===== src/hdl/lcd4_pkg.sv =====
// Shared types, command codes and the power-up sequence table for the 4-bit LCD sequencer.
`timescale 1ns / 1ps

package lcd4_pkg;

    typedef struct packed {
        logic [3:0] mode;
        logic [7:0] value;
        logic [5:0] column;
        logic [1:0] line;
        logic       first;
    } t_in_item;

    typedef struct packed {
        logic        pulse;
        logic        register_select;
        logic [3:0]  nibble;
        logic [15:0] wait_us;
        logic        last;
    } t_out_item;

    typedef enum logic [3:0] {
        MODE_INIT        = 4'd0,
        MODE_CLEAR       = 4'd1,
        MODE_HOME        = 4'd2,
        MODE_CURSOR      = 4'd3,
        MODE_DISPLAY     = 4'd4,
        MODE_CURSOR_SHOW = 4'd5,
        MODE_BLINK       = 4'd6,
        MODE_LEFT        = 4'd7,
        MODE_RIGHT       = 4'd8,
        MODE_LTR         = 4'd9,
        MODE_RTL         = 4'd10,
        MODE_AUTOSCROLL  = 4'd11,
        MODE_CHAR        = 4'd12
    } t_mode;

    typedef enum logic {
        JOB_BYTE = 1'b0,
        JOB_INIT = 1'b1
    } t_job_kind;

    // One decoded request waiting to be split into nibble beats.
    typedef struct packed {
        t_job_kind   kind;
        logic        rs;
        logic [7:0]  data;
        logic [15:0] wait_us;
        logic        two_line;
    } t_job;

    typedef enum logic {
        CFG_ROWS    = 1'b0,
        CFG_COLUMNS = 1'b1
    } t_cfg_index;

    localparam logic [7:0] CMD_CLEAR        = 8'h01;
    localparam logic [7:0] CMD_HOME         = 8'h02;
    localparam logic [7:0] CMD_ENTRY_MODE   = 8'h04;
    localparam logic [7:0] CMD_DISPLAY_CTRL = 8'h08;
    localparam logic [7:0] CMD_SHIFT_LEFT   = 8'h18;
    localparam logic [7:0] CMD_SHIFT_RIGHT  = 8'h1C;
    localparam logic [7:0] CMD_FUNCTION_SET = 8'h20;
    localparam logic [7:0] FUNC_TWO_LINE    = 8'h08;
    localparam logic [7:0] CMD_SET_DDRAM    = 8'h80;
    localparam logic [3:0] NIB_WAKE         = 4'h3;
    localparam logic [7:0] CHAR_NEWLINE     = 8'h0A;

    localparam logic [2:0] DISPLAY_RESET = 3'd4;
    localparam logic [1:0] ENTRY_RESET   = 2'd2;
    localparam logic [2:0] ROWS_RESET    = 3'd2;
    localparam logic [5:0] COLUMNS_RESET = 6'd16;

    localparam logic [15:0] WAIT_NONE     = 16'd0;
    localparam logic [15:0] WAIT_POWER_UP = 16'd45000;
    localparam logic [15:0] WAIT_WAKE     = 16'd4500;
    localparam logic [15:0] WAIT_4BIT     = 16'd100;
    localparam logic [15:0] WAIT_CLEAR    = 16'd3000;
    localparam logic [15:0] WAIT_INIT_END = 16'd7500;

    localparam logic [3:0] INIT_LAST_IDX = 4'd12;
    localparam logic [3:0] BYTE_LAST_IDX = 4'd1;

    localparam logic [7:0] ROW_BASE [4] = '{8'h00, 8'h40, 8'h14, 8'h54};

    // Clamp a requested row to the configured line count and to the last row.
    function automatic logic [1:0] clamp_row(input logic [1:0] row, input logic [2:0] rows);
        logic [2:0] lim;
        logic [2:0] r;
        lim = (rows == 3'd0) ? 3'd1 : rows;
        r   = ({1'b0, row} >= lim) ? (lim - 3'd1) : {1'b0, row};
        return (r > 3'd3) ? 2'd3 : r[1:0];
    endfunction

    function automatic logic [7:0] cursor_cmd(input logic [5:0] col, input logic [1:0] row,
                                              input logic [2:0] rows);
        logic [7:0] sum;
        sum = {2'b00, col} + ROW_BASE[clamp_row(row, rows)];
        return CMD_SET_DDRAM | sum;
    endfunction

    // The thirteen beats of the power-up sequence, picked by position.
    function automatic t_out_item init_beat(input logic [3:0] idx, input logic two_line);
        t_out_item  b;
        logic [7:0] func;
        logic [7:0] disp;
        logic [7:0] entr;
        func = CMD_FUNCTION_SET | (two_line ? FUNC_TWO_LINE : 8'h00);
        disp = CMD_DISPLAY_CTRL | {5'd0, DISPLAY_RESET};
        entr = CMD_ENTRY_MODE | {6'd0, ENTRY_RESET};
        b.pulse           = 1'b1;
        b.register_select = 1'b0;
        b.nibble          = 4'h0;
        b.wait_us         = WAIT_NONE;
        b.last            = 1'b0;
        case (idx)
            4'd0: begin
                b.pulse   = 1'b0;
                b.wait_us = WAIT_POWER_UP;
            end
            4'd1, 4'd2, 4'd3: begin
                b.nibble  = NIB_WAKE;
                b.wait_us = WAIT_WAKE;
            end
            4'd4: begin
                b.nibble  = CMD_FUNCTION_SET[7:4];
                b.wait_us = WAIT_4BIT;
            end
            4'd5:  b.nibble = func[7:4];
            4'd6:  b.nibble = func[3:0];
            4'd7:  b.nibble = disp[7:4];
            4'd8:  b.nibble = disp[3:0];
            4'd9:  b.nibble = entr[7:4];
            4'd10: b.nibble = entr[3:0];
            4'd11: b.nibble = CMD_CLEAR[7:4];
            4'd12: begin
                b.nibble  = CMD_CLEAR[3:0];
                b.wait_us = WAIT_INIT_END;
                b.last    = 1'b1;
            end
            default: b.pulse = 1'b0;
        endcase
        return b;
    endfunction

endpackage


===== src/hdl/lcd4_decode.sv =====
// Request decoder holding the configuration, display-control, entry-mode and line state.
`timescale 1ns / 1ps

module lcd4_decode (
    input  logic                i_clk,
    input  logic                i_rst_n,
    input  logic                i_accept,
    input  lcd4_pkg::t_in_item  i_item,
    input  logic                i_cfg_we,
    input  logic                i_cfg_index,
    input  logic [5:0]          i_cfg_data,
    output logic                o_has_job,
    output lcd4_pkg::t_job      o_job
);
    import lcd4_pkg::*;

    logic [2:0] r_rows;
    logic [5:0] r_columns;
    logic [2:0] r_display;
    logic [1:0] r_entry;
    logic [1:0] r_line;
    logic [2:0] n_display;
    logic [1:0] n_entry;
    logic [1:0] n_line;
    logic [1:0] w_line0;
    logic [1:0] w_line1;
    logic [2:0] w_bit;
    logic       w_on;
    logic [5:0] w_nl_col;

    always_comb begin
        n_display = r_display;
        n_entry   = r_entry;
        n_line    = r_line;
        o_has_job = 1'b0;
        o_job.kind     = JOB_BYTE;
        o_job.rs       = 1'b0;
        o_job.data     = 8'h00;
        o_job.wait_us  = WAIT_NONE;
        o_job.two_line = (r_rows > 3'd1);
        w_on     = (i_item.value != 8'h00);
        w_line0  = i_item.first ? 2'd0 : r_line;
        w_line1  = (w_line0 < 2'd3) ? (w_line0 + 2'd1) : 2'd3;
        w_nl_col = r_entry[1] ? 6'd0 : r_columns;
        case (t_mode'(i_item.mode))
            MODE_CURSOR_SHOW: w_bit = 3'b010;
            MODE_BLINK:       w_bit = 3'b001;
            default:          w_bit = 3'b100;
        endcase

        case (t_mode'(i_item.mode))
            MODE_INIT: begin
                o_has_job  = 1'b1;
                o_job.kind = JOB_INIT;
                n_display  = DISPLAY_RESET;
                n_entry    = ENTRY_RESET;
            end
            MODE_CLEAR: begin
                o_has_job     = 1'b1;
                o_job.data    = CMD_CLEAR;
                o_job.wait_us = WAIT_CLEAR;
            end
            MODE_HOME: begin
                o_has_job     = 1'b1;
                o_job.data    = CMD_HOME;
                o_job.wait_us = WAIT_CLEAR;
            end
            MODE_CURSOR: begin
                o_has_job  = 1'b1;
                o_job.data = cursor_cmd(i_item.column, i_item.line, r_rows);
            end
            MODE_DISPLAY, MODE_CURSOR_SHOW, MODE_BLINK: begin
                n_display  = w_on ? (r_display | w_bit) : (r_display & ~w_bit);
                o_has_job  = 1'b1;
                o_job.data = CMD_DISPLAY_CTRL | {5'd0, n_display};
            end
            MODE_LEFT: begin
                o_has_job  = 1'b1;
                o_job.data = CMD_SHIFT_LEFT;
            end
            MODE_RIGHT: begin
                o_has_job  = 1'b1;
                o_job.data = CMD_SHIFT_RIGHT;
            end
            MODE_LTR, MODE_RTL, MODE_AUTOSCROLL: begin
                if (t_mode'(i_item.mode) == MODE_LTR) begin
                    n_entry = r_entry | 2'b10;
                end else if (t_mode'(i_item.mode) == MODE_RTL) begin
                    n_entry = r_entry & 2'b01;
                end else begin
                    n_entry = w_on ? (r_entry | 2'b01) : (r_entry & 2'b10);
                end
                o_has_job  = 1'b1;
                o_job.data = CMD_ENTRY_MODE | {6'd0, n_entry};
            end
            MODE_CHAR: begin
                n_line = w_line0;
                if (i_item.value == CHAR_NEWLINE) begin
                    // A newline steps to the next message line and re-addresses it.
                    n_line     = w_line1;
                    o_has_job  = 1'b1;
                    o_job.data = cursor_cmd(w_nl_col, w_line1, r_rows);
                end else if (w_on) begin
                    o_has_job  = 1'b1;
                    o_job.rs   = 1'b1;
                    o_job.data = i_item.value;
                end
            end
            default: begin
                o_has_job = 1'b0;
            end
        endcase
    end

    always_ff @(posedge i_clk) begin
        if (!i_rst_n) begin
            r_rows    <= ROWS_RESET;
            r_columns <= COLUMNS_RESET;
            r_display <= DISPLAY_RESET;
            r_entry   <= ENTRY_RESET;
            r_line    <= 2'd0;
        end else begin
            if (i_cfg_we) begin
                if (t_cfg_index'(i_cfg_index) == CFG_ROWS) begin
                    r_rows <= i_cfg_data[2:0];
                end else begin
                    r_columns <= i_cfg_data;
                end
            end
            if (i_accept) begin
                r_display <= n_display;
                r_entry   <= n_entry;
                r_line    <= n_line;
            end
        end
    end

endmodule


===== src/hdl/lcd4_emit.sv =====
// Job register and nibble stepper feeding the registered output beat.
`timescale 1ns / 1ps

module lcd4_emit (
    input  logic                i_clk,
    input  logic                i_rst_n,
    input  logic                i_in_valid,
    input  logic                i_has_job,
    input  lcd4_pkg::t_job      i_job,
    output logic                o_in_ready,
    output logic                o_out_valid,
    input  logic                i_out_ready,
    output lcd4_pkg::t_out_item o_out_data
);
    import lcd4_pkg::*;

    t_job       r_job;
    logic       r_job_valid;
    logic [3:0] r_idx;
    t_out_item  r_out;
    logic       r_out_valid;
    t_out_item  w_beat;
    logic [3:0] w_last_idx;
    logic       w_load;
    logic       w_done;
    logic       w_accept;

    always_comb begin
        w_last_idx = (r_job.kind == JOB_INIT) ? INIT_LAST_IDX : BYTE_LAST_IDX;
        if (r_job.kind == JOB_INIT) begin
            w_beat = init_beat(r_idx, r_job.two_line);
        end else begin
            w_beat.pulse           = 1'b1;
            w_beat.register_select = r_job.rs;
            w_beat.nibble          = r_idx[0] ? r_job.data[3:0] : r_job.data[7:4];
            w_beat.wait_us         = r_idx[0] ? r_job.wait_us : WAIT_NONE;
            w_beat.last            = r_idx[0];
        end
    end

    assign w_load     = r_job_valid && (!r_out_valid || i_out_ready);
    assign w_done     = w_load && (r_idx == w_last_idx);
    assign o_in_ready = !r_job_valid || w_done;
    assign w_accept   = i_in_valid && o_in_ready;

    always_ff @(posedge i_clk) begin
        if (!i_rst_n) begin
            r_job_valid <= 1'b0;
            r_out_valid <= 1'b0;
            r_idx       <= 4'd0;
        end else begin
            if (w_accept && i_has_job) begin
                r_job_valid <= 1'b1;
                r_idx       <= 4'd0;
            end else if (w_done) begin
                r_job_valid <= 1'b0;
            end else if (w_load) begin
                r_idx <= r_idx + 4'd1;
            end
            if (w_load) begin
                r_out_valid <= 1'b1;
            end else if (i_out_ready) begin
                r_out_valid <= 1'b0;
            end
        end
    end

    always_ff @(posedge i_clk) begin
        if (w_accept && i_has_job) begin
            r_job <= i_job;
        end
        if (w_load) begin
            r_out <= w_beat;
        end
    end

    assign o_out_valid = r_out_valid;
    assign o_out_data  = r_out;

    a_idx_in_range: assert property (@(posedge i_clk) disable iff (!i_rst_n)
        r_job_valid |-> (r_idx <= w_last_idx))
        else $error("nibble index ran past the end of its job");

    a_busy_blocks_input: assert property (@(posedge i_clk) disable iff (!i_rst_n)
        !o_in_ready |-> (r_job_valid && !w_done))
        else $error("input stalled with no job in progress");

    a_last_frees_job: assert property (@(posedge i_clk) disable iff (!i_rst_n)
        (w_done && !(w_accept && i_has_job)) |=> !r_job_valid)
        else $error("job stayed active after its final beat");

    a_reset_clears: assert property (@(posedge i_clk)
        !i_rst_n |=> (!r_out_valid && !r_job_valid))
        else $error("reset left a beat or job pending");

endmodule


===== src/hdl/char_lcd_4bit_command_sequencer.sv =====
// Top level of the 4-bit character LCD command sequencer.
`timescale 1ns / 1ps

// Each accepted request is decoded in the cycle it arrives and then sent out as one
// nibble beat per cycle while the output is ready, from a single output register, so
// the nibble stepper sets the rate: most requests give a high and a low nibble beat,
// power-up init gives thirteen beats, and requests that yield no beat (a zero
// character, unused modes) give none. A request's first beat passes through the job
// register and then the output register, and a new request is taken in the same cycle
// the previous one's final beat is loaded. Configuration writes apply to the next request.
module char_lcd_4bit_command_sequencer (
    input  logic                i_clk,
    input  logic                i_rst_n,
    input  logic                i_in_valid,
    output logic                o_in_ready,
    input  lcd4_pkg::t_in_item  i_in_data,
    output logic                o_out_valid,
    input  logic                i_out_ready,
    output lcd4_pkg::t_out_item o_out_data,
    input  logic                i_cfg_we,
    input  logic                i_cfg_index,
    input  logic [5:0]          i_cfg_data
);
    import lcd4_pkg::*;

    logic w_accept;
    logic w_has_job;
    t_job w_job;

    assign w_accept = i_in_valid && o_in_ready;

    lcd4_decode u_decode (
        .i_clk       (i_clk),
        .i_rst_n     (i_rst_n),
        .i_accept    (w_accept),
        .i_item      (i_in_data),
        .i_cfg_we    (i_cfg_we),
        .i_cfg_index (i_cfg_index),
        .i_cfg_data  (i_cfg_data),
        .o_has_job   (w_has_job),
        .o_job       (w_job)
    );

    lcd4_emit u_emit (
        .i_clk       (i_clk),
        .i_rst_n     (i_rst_n),
        .i_in_valid  (i_in_valid),
        .i_has_job   (w_has_job),
        .i_job       (w_job),
        .o_in_ready  (o_in_ready),
        .o_out_valid (o_out_valid),
        .i_out_ready (i_out_ready),
        .o_out_data  (o_out_data)
    );

endmodule

===== config.mk =====
export PLATFORM = sky130hd
export DESIGN_NAME = char_lcd_4bit_command_sequencer
export DESIGN_NICKNAME = d
export VERILOG_FILES = /design/src/hdl/lcd4_pkg.sv /design/src/hdl/lcd4_decode.sv /design/src/hdl/lcd4_emit.sv /design/src/hdl/char_lcd_4bit_command_sequencer.sv
export SDC_FILE = /design/constraint.sdc
export NUM_CORES = 1
export LEC_CHECK = 0
export BUFFER_PORTS_ARGS = -buffer_cell sky130_fd_sc_hd__buf_2
export CORE_MARGIN = 5
export CORE_UTILIZATION = 62
export CTS_BUF_LIST = sky130_fd_sc_hd__clkbuf_8
export DETAILED_ROUTE_END_ITERATION = 10
export PLACE_DENSITY = 0.88
export SLEW_MARGIN = 20
export SYNTH_ARGS = -nofsm -noshare
export SYNTH_HDL_FRONTEND = slang
export SYNTH_SLANG_ARGS = --single-unit

===== constraint.sdc =====
create_clock -name i_clk -period 7.8 [get_ports i_clk]
set_input_delay 0.39 -clock i_clk [delete_from_list [all_inputs] [get_ports i_clk]]
set_output_delay 0.39 -clock i_clk [all_outputs]
set_load 0.02 [all_outputs]

# == Word level (Yosys, flattened, before mapping) ==
# Cells that the tools add are included.
# word_totals
register_bits,72
elab_cells,139
in_bits,33
output_inout_bits,25
# op_classes
reduce_logical,30
order_cmp,8
n_addsub,5
muxes,43
n_eq_ne,26
bitwise_logic,9
# op_table
op,count
one-hot mux 16 bit (4 select lines),1
one-hot mux 8 bit (8 select lines),1
== test 4 bit (second input constant),10
binary-select mux 8 bit (select 2 bit),2
== test 4 x 3 -> 1 bit (second input constant),8
2-to-1 mux 7 bit,4
one-hot mux 4 bit (7 select lines),1
OR reduction 12 bit,2
2-to-1 mux 21 bit,1
== test 4 x 2 -> 1 bit (second input constant),4
2-to-1 mux 16 bit,1
adder 6 x 7 -> 7 bit,2
2-to-1 mux 2 bit,7
2-to-1 mux 12 bit,1
2-to-1 mux 3 bit,4
2-to-1 mux 4 bit,3
one-hot mux 3 bit (2 select lines),2
AND reduction 2 bit,6
2-to-1 mux 1 bit,10
2-to-1 mux 9 bit,1
OR reduction 3 bit,3
== test 4 x 1 -> 1 bit (second input constant),2
== test 8 x 4 -> 1 bit (second input constant),1
zero test 4 bit,2
other kinds (25),42

# == Longest topological paths before layout ==
# Gate-level depths: netlist of the first run.
# logic_depth
depth_word,14
depth_mapped,13
depth_no_buf,13

# == Hierarchy ==
# A second synthesis of the first run with hierarchy kept.
# hier_totals
cells_unflattened,364
area_unflattened_um2,3831.2
# modules_own_cells
module,n_inst,area_per_inst_um2,cells_per_inst
lcd4_emit,1,2258.4,150
lcd4_decode,1,1566.5,213
char_lcd_4bit_command_sequencer,1,6.3,1

# == Worst setup path after synthesis of the first run ==
# OpenSTA, ideal clock, no wires.
# synth_timing
path_kind,register to register
startpoint,reg u_decode.r_rows[0]
endpoint,"reg u_emit.r_job[23] (netlist name), data pin"
required_ps,7538
path_slack_ps,5040
t_arrival_ps,2498
setup_ps,262
path_stages_with_launch,14
cell_sequence,dfxtp_1 -> o21ba_2 -> inv_1 -> ha_1 -> nor2_1 -> a211oi_1 -> mux2_2 -> ha_1 -> ha_1 -> a21oi_1 -> nor2_1 -> xor2_1 -> mux2i_1 -> o22ai_1
# synth_between
elab_chain_cells,13
# synth_rtl
item,line_no,source
"start, declared",lcd4_decode.sv:17,logic [2:0] r_rows;
"start signal, assigned",lcd4_decode.sv:125,r_rows <= i_cfg_data[2:0];
zero test 3 bit,lcd4_pkg.sv:90,lim = (rows == 3'd0) ? 3'd1 : rows;
2-to-1 mux 3 bit *,lcd4_pkg.sv:90,
subtractor 3 x 1 -> 3 bit or >= comparator 2 x 3 -> 1 bit (tied branches),lcd4_pkg.sv:91,"r = ({1'b0, row} >= lim) ? (lim - 3'd1) : {1'b0, row};"
2-to-1 mux 3 bit,lcd4_pkg.sv:91,
greater-than comparator 3 x 2 -> 1 bit,lcd4_pkg.sv:92,return (r > 3'd3) ? 2'd3 : r[1:0];
2-to-1 mux 2 bit,lcd4_pkg.sv:92,
inverter 2 -> 3 bit (not written as such),lcd4_pkg.sv:98,"sum = {2'b00, col} + ROW_BASE[clamp_row(row, rows)];"
binary-select mux 8 bit (select 2 bit),lcd4_pkg.sv:98,
2-to-1 mux 7 bit (not written as such) (2 in a row),lcd4_pkg.sv:98,
adder 6 x 7 -> 7 bit,lcd4_pkg.sv:98,
2-to-1 mux 8 bit,lcd4_decode.sv:98,if (i_item.value == CHAR_NEWLINE) begin
one-hot mux 8 bit (8 select lines) *,lcd4_decode.sv:51,case (t_mode'(i_item.mode))
"end signal, assigned",lcd4_emit.sv:70,r_job <= i_job;
"end, declared",lcd4_emit.sv:17,t_job r_job;
# Mark *: on every way between the ends. The rest lies on a longest branch, timed or not. The select of a mux whose other input is x is not followed.
# A chain may end at the register's enable or synchronous reset.

# == Worst setup path in the final report of the first run ==
# layout_timing
startpoint,reg u_decode.r_rows[2]
endpoint,"reg u_emit.r_job[23] (netlist name), data pin"
# The elaborated chain is that of the path after synthesis.

==> results of run 1 <==
==> path summary, 6_finish.rpt <==
kind,start,end,slack [ps],cells after the start
hold reg to reg,u_decode.r_columns[2],u_decode.r_columns[2],460,2
setup / recovery,u_decode.r_rows[2],u_emit.r_job[23],4820,13
setup reg to reg,u_decode.r_rows[2],u_emit.r_job[23],4820,13
hold / removal,i_in_data[0],u_decode.r_line[1],300,2
==> routing by layer <==
metal  global-route usage, %  vias to the layer above
met3                    4.40                       21
met5                       0                        -
met2                    35.6                      109
li1                        -                     1253
met1                    23.6                     1128
met4                    9.63                        0
==> area by class of cell <==
cell class / count / share of cell area (%)
tap: 67 / 2.49
inverter: 17 / 1.89
clock inverter: 3 / 0.779
multi-input combinational: 240 / 44.8
sequential: 52 / 39.8
timing repair buffer: 55 / 8.23
clock buffer: 5 / 2.04
==> layout by cell type, fill, tap and decap left out, types with 2 or more instances in the layout <==
| master | netlist | final |
|---|---|---|
| xnor2_1 | 8 | 8 |
| conb_1 | 1 | 3 |
| nor3b_1 | 2 | 2 |
| and2_1 | 3 | 3 |
| inv_1 | 17 | 17 |
| nand2_1 | 33 | 33 |
| mux2i_1 | 11 | 11 |
| o22ai_1 | 5 | 5 |
| and3_1 | 2 | 2 |
| nor2b_1 | 10 | 10 |
| nor4_1 | 2 | 2 |
| nand3b_1 | 4 | 4 |
| inv_6 | 0 | 2 |
| a21oi_1 | 27 | 27 |
| mux2_2 | 3 | 3 |
| a21boi_0 | 2 | 2 |
| or3_1 | 2 | 2 |
| buf_2 | 0 | 54 |
| o32ai_1 | 2 | 2 |
| nor3_1 | 3 | 3 |
| a31oi_1 | 7 | 7 |
| nand3_1 | 15 | 15 |
| o211ai_1 | 2 | 2 |
| nand2b_1 | 5 | 5 |
| ha_1 | 15 | 15 |
| xor2_1 | 3 | 3 |
| edfxtp_1 | 30 | 30 |
| a211oi_1 | 5 | 5 |
| dfxtp_1 | 22 | 22 |
| nor2_1 | 33 | 33 |
| o21ai_0 | 15 | 15 |
| clkbuf_8 | 0 | 5 |
==> Yosys cell counts, types with 3 or more instances <==
cell type	count	area, um2
a211oi_1	5	37.5
a21oi_1	27	135
a31oi_1	7	43.8
and2_1	3	18.8
buf_4	5	37.5
clkbuf_1	14	52.6
dfxtp_1	22	440
edfxtp_1	30	901
ha_1	15	188
inv_1	17	63.8
mux2_2	3	33.8
mux2i_1	11	110
nand2_1	33	124
nand2b_1	5	31.3
nand3_1	15	75.1
nand3b_1	4	30.0
nor2_1	33	124
nor2b_1	10	62.6
nor3_1	3	15.0
o21ai_0	15	75.1
o22ai_1	5	31.3
xnor2_1	8	70.1
xor2_1	3	26.3
==> power groups by stage <==
stage	sequential, mW	combinational [mW]	clock (mW)
after CTS	0.318	0.110	0.164
after global routing	0.319	0.122	0.176
after floorplan	0.330	0.0716	0
after detailed placement	0.324	0.110	0
after global placement	0.323	0.108	0
final	0.317	0.111	0.161
==> cell families after synthesis <==
group                      after synthesis  synth area share (%)
AOI/OAI and AO/OA                       75                  15.3
xor gates and xnor gates                11                  3.19
adders and majority gates               15                  6.22
buffers and inverters                   39                  5.72
DFF                                     52                  44.4
muxes                                   14                  4.77
other                                    1                 0.124
and+or+nand+nor                        122                  20.2
==> stage by stage <==
stage	instance area, um2	total power [mW]
6_report	3370	0.590
5_1_grt	3370	0.618
4_1_cts	3370	0.592
3_5_place_dp	3280	0.433
3_3_place_gp	3280	0.431
2_1_floorplan	3030	0.402
==> registers in the layout, indices dropped and copies added (netlist names), 2 cells and up <==
register	count
u_emit.o_out_data	18
u_emit.r_job	12
u_decode.r_columns	6
u_emit.r_idx	4
u_decode.r_display	3
u_decode.r_rows	3
u_decode.r_entry	2
u_decode.r_line	2
==> results.md, run 1 <==
- Post-synth ARST share: 0%
- HP Class: input port to flip-flop
- Hold slack final: 302 ps
- Clk_lat worst skew: 310 ps
- Mapped Area: around 0.003 mm2
- Initial Util: 63.9%
- Routed len/inst: roughly 14 um
- Setup violators final: 0
- Synth Flop Type: edfxtp_1
- Max layer used: met4
- Met2 wire len: 3110 um
- Via density: around 5.7
- GPL Wtd Cong: between 0.9 and 1
- Clk slew on worst S/H paths: about 100 ps
- Sw Ratio: 29.1%
- Worst slew pin tran: ~900 ps
- Max incr delay on CP: 430 ps
- Gr ovfl total: 0
- Post-Place Setup Slack: ~4700 ps
- Int Pwr: 418 uW
- Number of synthesized register bits: 52
- Reg area: 0.00134 mm2
- # resized after CTS: 0
- Synthesis warning total: 0
- Antenna violations before repair: 0
- CP endpoint kind: flip-flop
- Critical Path AT: between 3000 and 4000 ps
- Layout net count: 419
- Worst path cell trace: o21ba_2 -> inv_1 -> ha_1 -> nor2_1 -> a211oi_1 -> mux2_2 -> ha_1 -> ha_1 -> a21oi_1 -> nor2_1 -> xor2_1 -> mux2i_1 -> o22ai_1
- Clk pwr share: 27.4%
- Non-Filler Instances: around 440
- Wire length on met1: 2520 um
- Routed vias: 2511
- Leakage: 1.35 nW
- Status: finished clean
- H-Tree Depth: 2
- CP startpoint kind: flip-flop
- PortBufs: 54
- All-Layer GR Usage: 20.4%
- Pins Over Slew Limit: 0
- Fill cells: between 300 and 400
- Root buffer cell: clkbuf_8
- Post-route ant nets: 0
- Placed cells: 431
- Synth Area per Inst: between 9 and 10 um2
- Drt pass-1 iters: 4
- Chip height: 79.8 um
- # Post-CTS Setup Buffers: 0
- Cell family with most CP delay: compound AO/OA/AOI/OAI gates
- Clock Sinks: 52
- Area occupied by multi-input gates: around 0.0015 mm2
- Reg power frac: 53.8%
- Crit-path slowest cell: dfxtp_1
- MaxCap Viol Count: 0
- # rows: 25
- Setup TNS: 0 ps
- Worst Path Buf+Inv: 1
- CP max FO: 5
- Routed WL: 6240 um
- Register area share after synthesis: 44.4%
- Largest net degree at the start of global routing: 22
- Number of global-route vias before repair: 2318
- Highest Clock Rate: 335 MHz
- Layout overhead on the synthesized area: 11.8%
- CTS tree: done
- Die footprint: 0.00636 mm2
- Critical Path RT: 7870 ps
- Most frequent cell on the critical path: ha_1
- Clock Path Buffers: 2
- Mapped Cells: 329
- Comb power frac: 18.8%
- Io pins: 58
- Post-layout util: 71.4%
- Core footprint: 0.00472 mm2
- Share of layout cells above drive strength 1: around a fifth
- Crit path time final: between 2000 and 3000 ps
- Global-route wire length before repair: 10100 um
- RSZ-0062 raised after global routing: false
- Number of flops mapped to enable cells by yosys: 30
- Final Hold Vio Count: 0
- NetSw: 172 uW
- Slew headroom: 40.0%
- Die W: 79.8 um
- N_diodes: 0
- Tcrit/Tclk final: 38.3%
- Power density over the cells: 175 mW/mm2
- Synth unique cells: 51
- Worst setup margin: between 4000 and 5000 ps
- Number of remaining DRC errors: 0
- Clk_skew: 5.14 ps
- Iter 0 DRT Violations: 146
- Critical path class: flip-flop to flip-flop
- Num CTS Buffers: 5
- Met3 wire len: 451 um
- # hold bufs at CTS: 0
- VDD IR-drop max: approximately 0.11 mV
- HPWL after detailed placement: roughly 4700 um
Power figures use the tool's default switching activity.
==> run 2: changes to the inputs <==
--- a/config.mk
+++ b/config.mk
@@ -7,10 +7,10 @@
 export LEC_CHECK = 0
 export BUFFER_PORTS_ARGS = -buffer_cell sky130_fd_sc_hd__buf_2
 export CORE_MARGIN = 5
-export CORE_UTILIZATION = 62
+export CORE_UTILIZATION = 52
 export CTS_BUF_LIST = sky130_fd_sc_hd__clkbuf_8
 export DETAILED_ROUTE_END_ITERATION = 10
-export PLACE_DENSITY = 0.88
+export PLACE_DENSITY = 0.79
 export SLEW_MARGIN = 20
 export SYNTH_ARGS = -nofsm -noshare
 export SYNTH_HDL_FRONTEND = slang
==> constraint.sdc (replaced) <==
create_clock -name i_clk -period 2.5 [get_ports i_clk]
set_input_delay 0.125 -clock i_clk [delete_from_list [all_inputs] [get_ports i_clk]]
set_output_delay 0.125 -clock i_clk [all_outputs]
set_load 0.02 [all_outputs]
==> results.md, run 2 (synthesis results as in run 1) <==
- Status: complete, but fails checks
- Failing checks: negative setup slack
- VDD IR-drop max: 0.295 mV (+160%)
- Number of remaining DRC errors: 0 (unchanged)
- CP max FO: 3 (-2)
- Crit path time final: 2680 ps (-305 ps)
- HPWL after detailed placement: 5180 um (+9.1%)
- Routed WL: 7250 um (+16%)
- Critical Path AT: 2730 ps (-320 ps)
- Area occupied by multi-input gates: 0.00173 mm2 (+14%)
- Critical Path RT: 2550 ps (-5320 ps)
- Via density: 5.74 (+0.30%)
- Clk_lat worst skew: 310 ps (about the same)
- Clock Path Buffers: 2 (unchanged)
- HP Class: input port to flip-flop
- Die W: 86.2 um (+8.0%)
- Routed len/inst: 15.8 um (+11%)
- CTS tree: done
- Highest Clock Rate: 373 MHz (+11%)
- RSZ-0062 raised after global routing: true
- Setup violators final: 4 (+4)
- Worst setup margin: -179 ps (-5000 ps)
- Global-route wire length before repair: 11800 um (+17%)
- N_diodes: 0 (unchanged)
- Core footprint: 0.00557 mm2 (+18%)
- Pins Over Slew Limit: 0 (unchanged)
- Clock Sinks: 52 (unchanged)
- Commonest non-fill, non-tap cell in the layout: buf_2
- Power density over the cells: 544 mW/mm2 (+210%)
- Worst slew pin tran: 564 ps (-333 ps)
- GPL Wtd Cong: 0.914 (-4.0%)
- Leakage: 1.47 nW (+8.7%)
- Die footprint: 0.00743 mm2 (+17%)
- Most frequent cells in the layout: 54 x buf_2, 33 x nand2_1, 30 x nor2_1, 30 x edfxtp_1, 23 x a21oi_1
- All-Layer GR Usage: 19.9% (-0.48 points)
- Routed vias: 2639 (+5.1%)
- Post-route ant nets: 0 (unchanged)
- Layout net count: 435 (+3.8%)
- Fill cells: 426 (+14%)
- PortBufs: 54 (unchanged)
- Iter 0 DRT Violations: 107 (-27%)
- Root buffer cell: clkbuf_8
- Chip height: 86.2 um (+8.0%)
- Reg area: 0.00134 mm2 (+0.19%)
- Num CTS Buffers: 5 (unchanged)
- Io pins: 58 (unchanged)
- MaxCap Viol Count: 0 (unchanged)
- # rows: 27 (+8.0%)
- Post-layout util: 67.2% (-4.2 points)
- Largest register FFs: 18 (unchanged)
- Layout overhead on the synthesized area: 24.2%
- H-Tree Depth: 2 (unchanged)
- Tcrit/Tclk final: 107% (+69 points)
- Final Hold Vio Count: 0 (unchanged)
- CP startpoint kind: flip-flop
- Antenna violations before repair: 0 (unchanged)
- Clk slew on worst S/H paths: 100 ps (about the same)
- Initial Util: 54.1% (-9.8 points)
- CP endpoint kind: flip-flop
- Setup TNS: -587 ps (-587 ps)
- Critical path class: flip-flop to flip-flop
- Share of layout cells above drive strength 1: 30.7% (+11 points)
- Total power draw: 2.04 mW (+250%)
- Clk_skew: 7.52 ps (+2.38 ps)
- Drt pass-1 iters: 5 (+1)
- Number of global-route vias before repair: 2576 (+11%)
- Gr ovfl total: 0 (unchanged)
- Largest net degree at the start of global routing: 22 (unchanged)
- Slew headroom: 62.1% (+22 points)
run 2: final cells by class:
class                   count  share of cell area [%]
clock inverters             3                    1.14
clock buffers               5                    1.84
well taps                  72                    2.40
repair buffers             71                    11.0
inverters                  17                    1.77
multi-input cells         240                    46.0
flip-flops and latches     52                    35.9
run 2: layer usage:
metal  GRT usage [%]  up-vias  part of all wire (%)
met5               0        -                     0
met4            9.21        0                   3.1
li1                -     1278                     -
met2            34.5      129                    50
met1            23.8     1212                    38
met3            3.80       20                   9.0
run 2: path summary, 6_finish.rpt:
| path | from | to | slack [ps] | cells after the start |
|---|---|---|---|---|
| worst max-delay path | u_decode.r_rows[0] | u_emit.r_job[21] | -180 | 13 |
| worst min-delay path | i_cfg_data[4] | u_decode.r_columns[4] | 50 | 3 |
| worst max register to register | u_decode.r_rows[0] | u_emit.r_job[21] | -180 | 13 |
| worst min register to register | u_decode.r_columns[1] | u_decode.r_columns[1] | 470 | 2 |
run 2: per-stage QoR:
step	setup WS, ps	std cells	instance area [um2]	hold slack (ps)
4_1_cts	-93.8	459	3690	47.1
3_5_place_dp	-215	450	3470	361
3_3_place_gp	-140	450	3470	348
2_1_floorplan	-5.74	331	3100	187
5_1_grt	-344	460	3750	64.7
6_report	-179	460	3750	54.1
run 2: power breakdown:
part | switching [mW] | total (mW) | internal (mW)
Sequential | 0.0161 | 0.980 | 0.964
Combinational | 0.268 | 0.474 | 0.206
Clock | 0.286 | 0.583 | 0.297
Total | 0.570 | 2.04 | 1.47
run 2: worst max-delay path, stage by stage (launching register included):
cell and delay [ps]:
dfxtp_2 330, o21ba_4 240, inv_4 50, ha_4 250, nand2b_4 110, a21oi_2 50
nor2_2 140, mux2_4 350, ha_4 280, buf_12 130, xnor2_4 150, a211oi_2 90
a31oi_1 150, o21ai_1 110
run 2: timing repair:
item | in CTS | in global routing
setup buffers | 1 | 1
hold buffers | 0 | 0
resized for setup | 19 | 7
pin swaps | 9 | 10
endpoints found under the setup margin | 4 | 5
hold endpoints to repair | 0 | 0
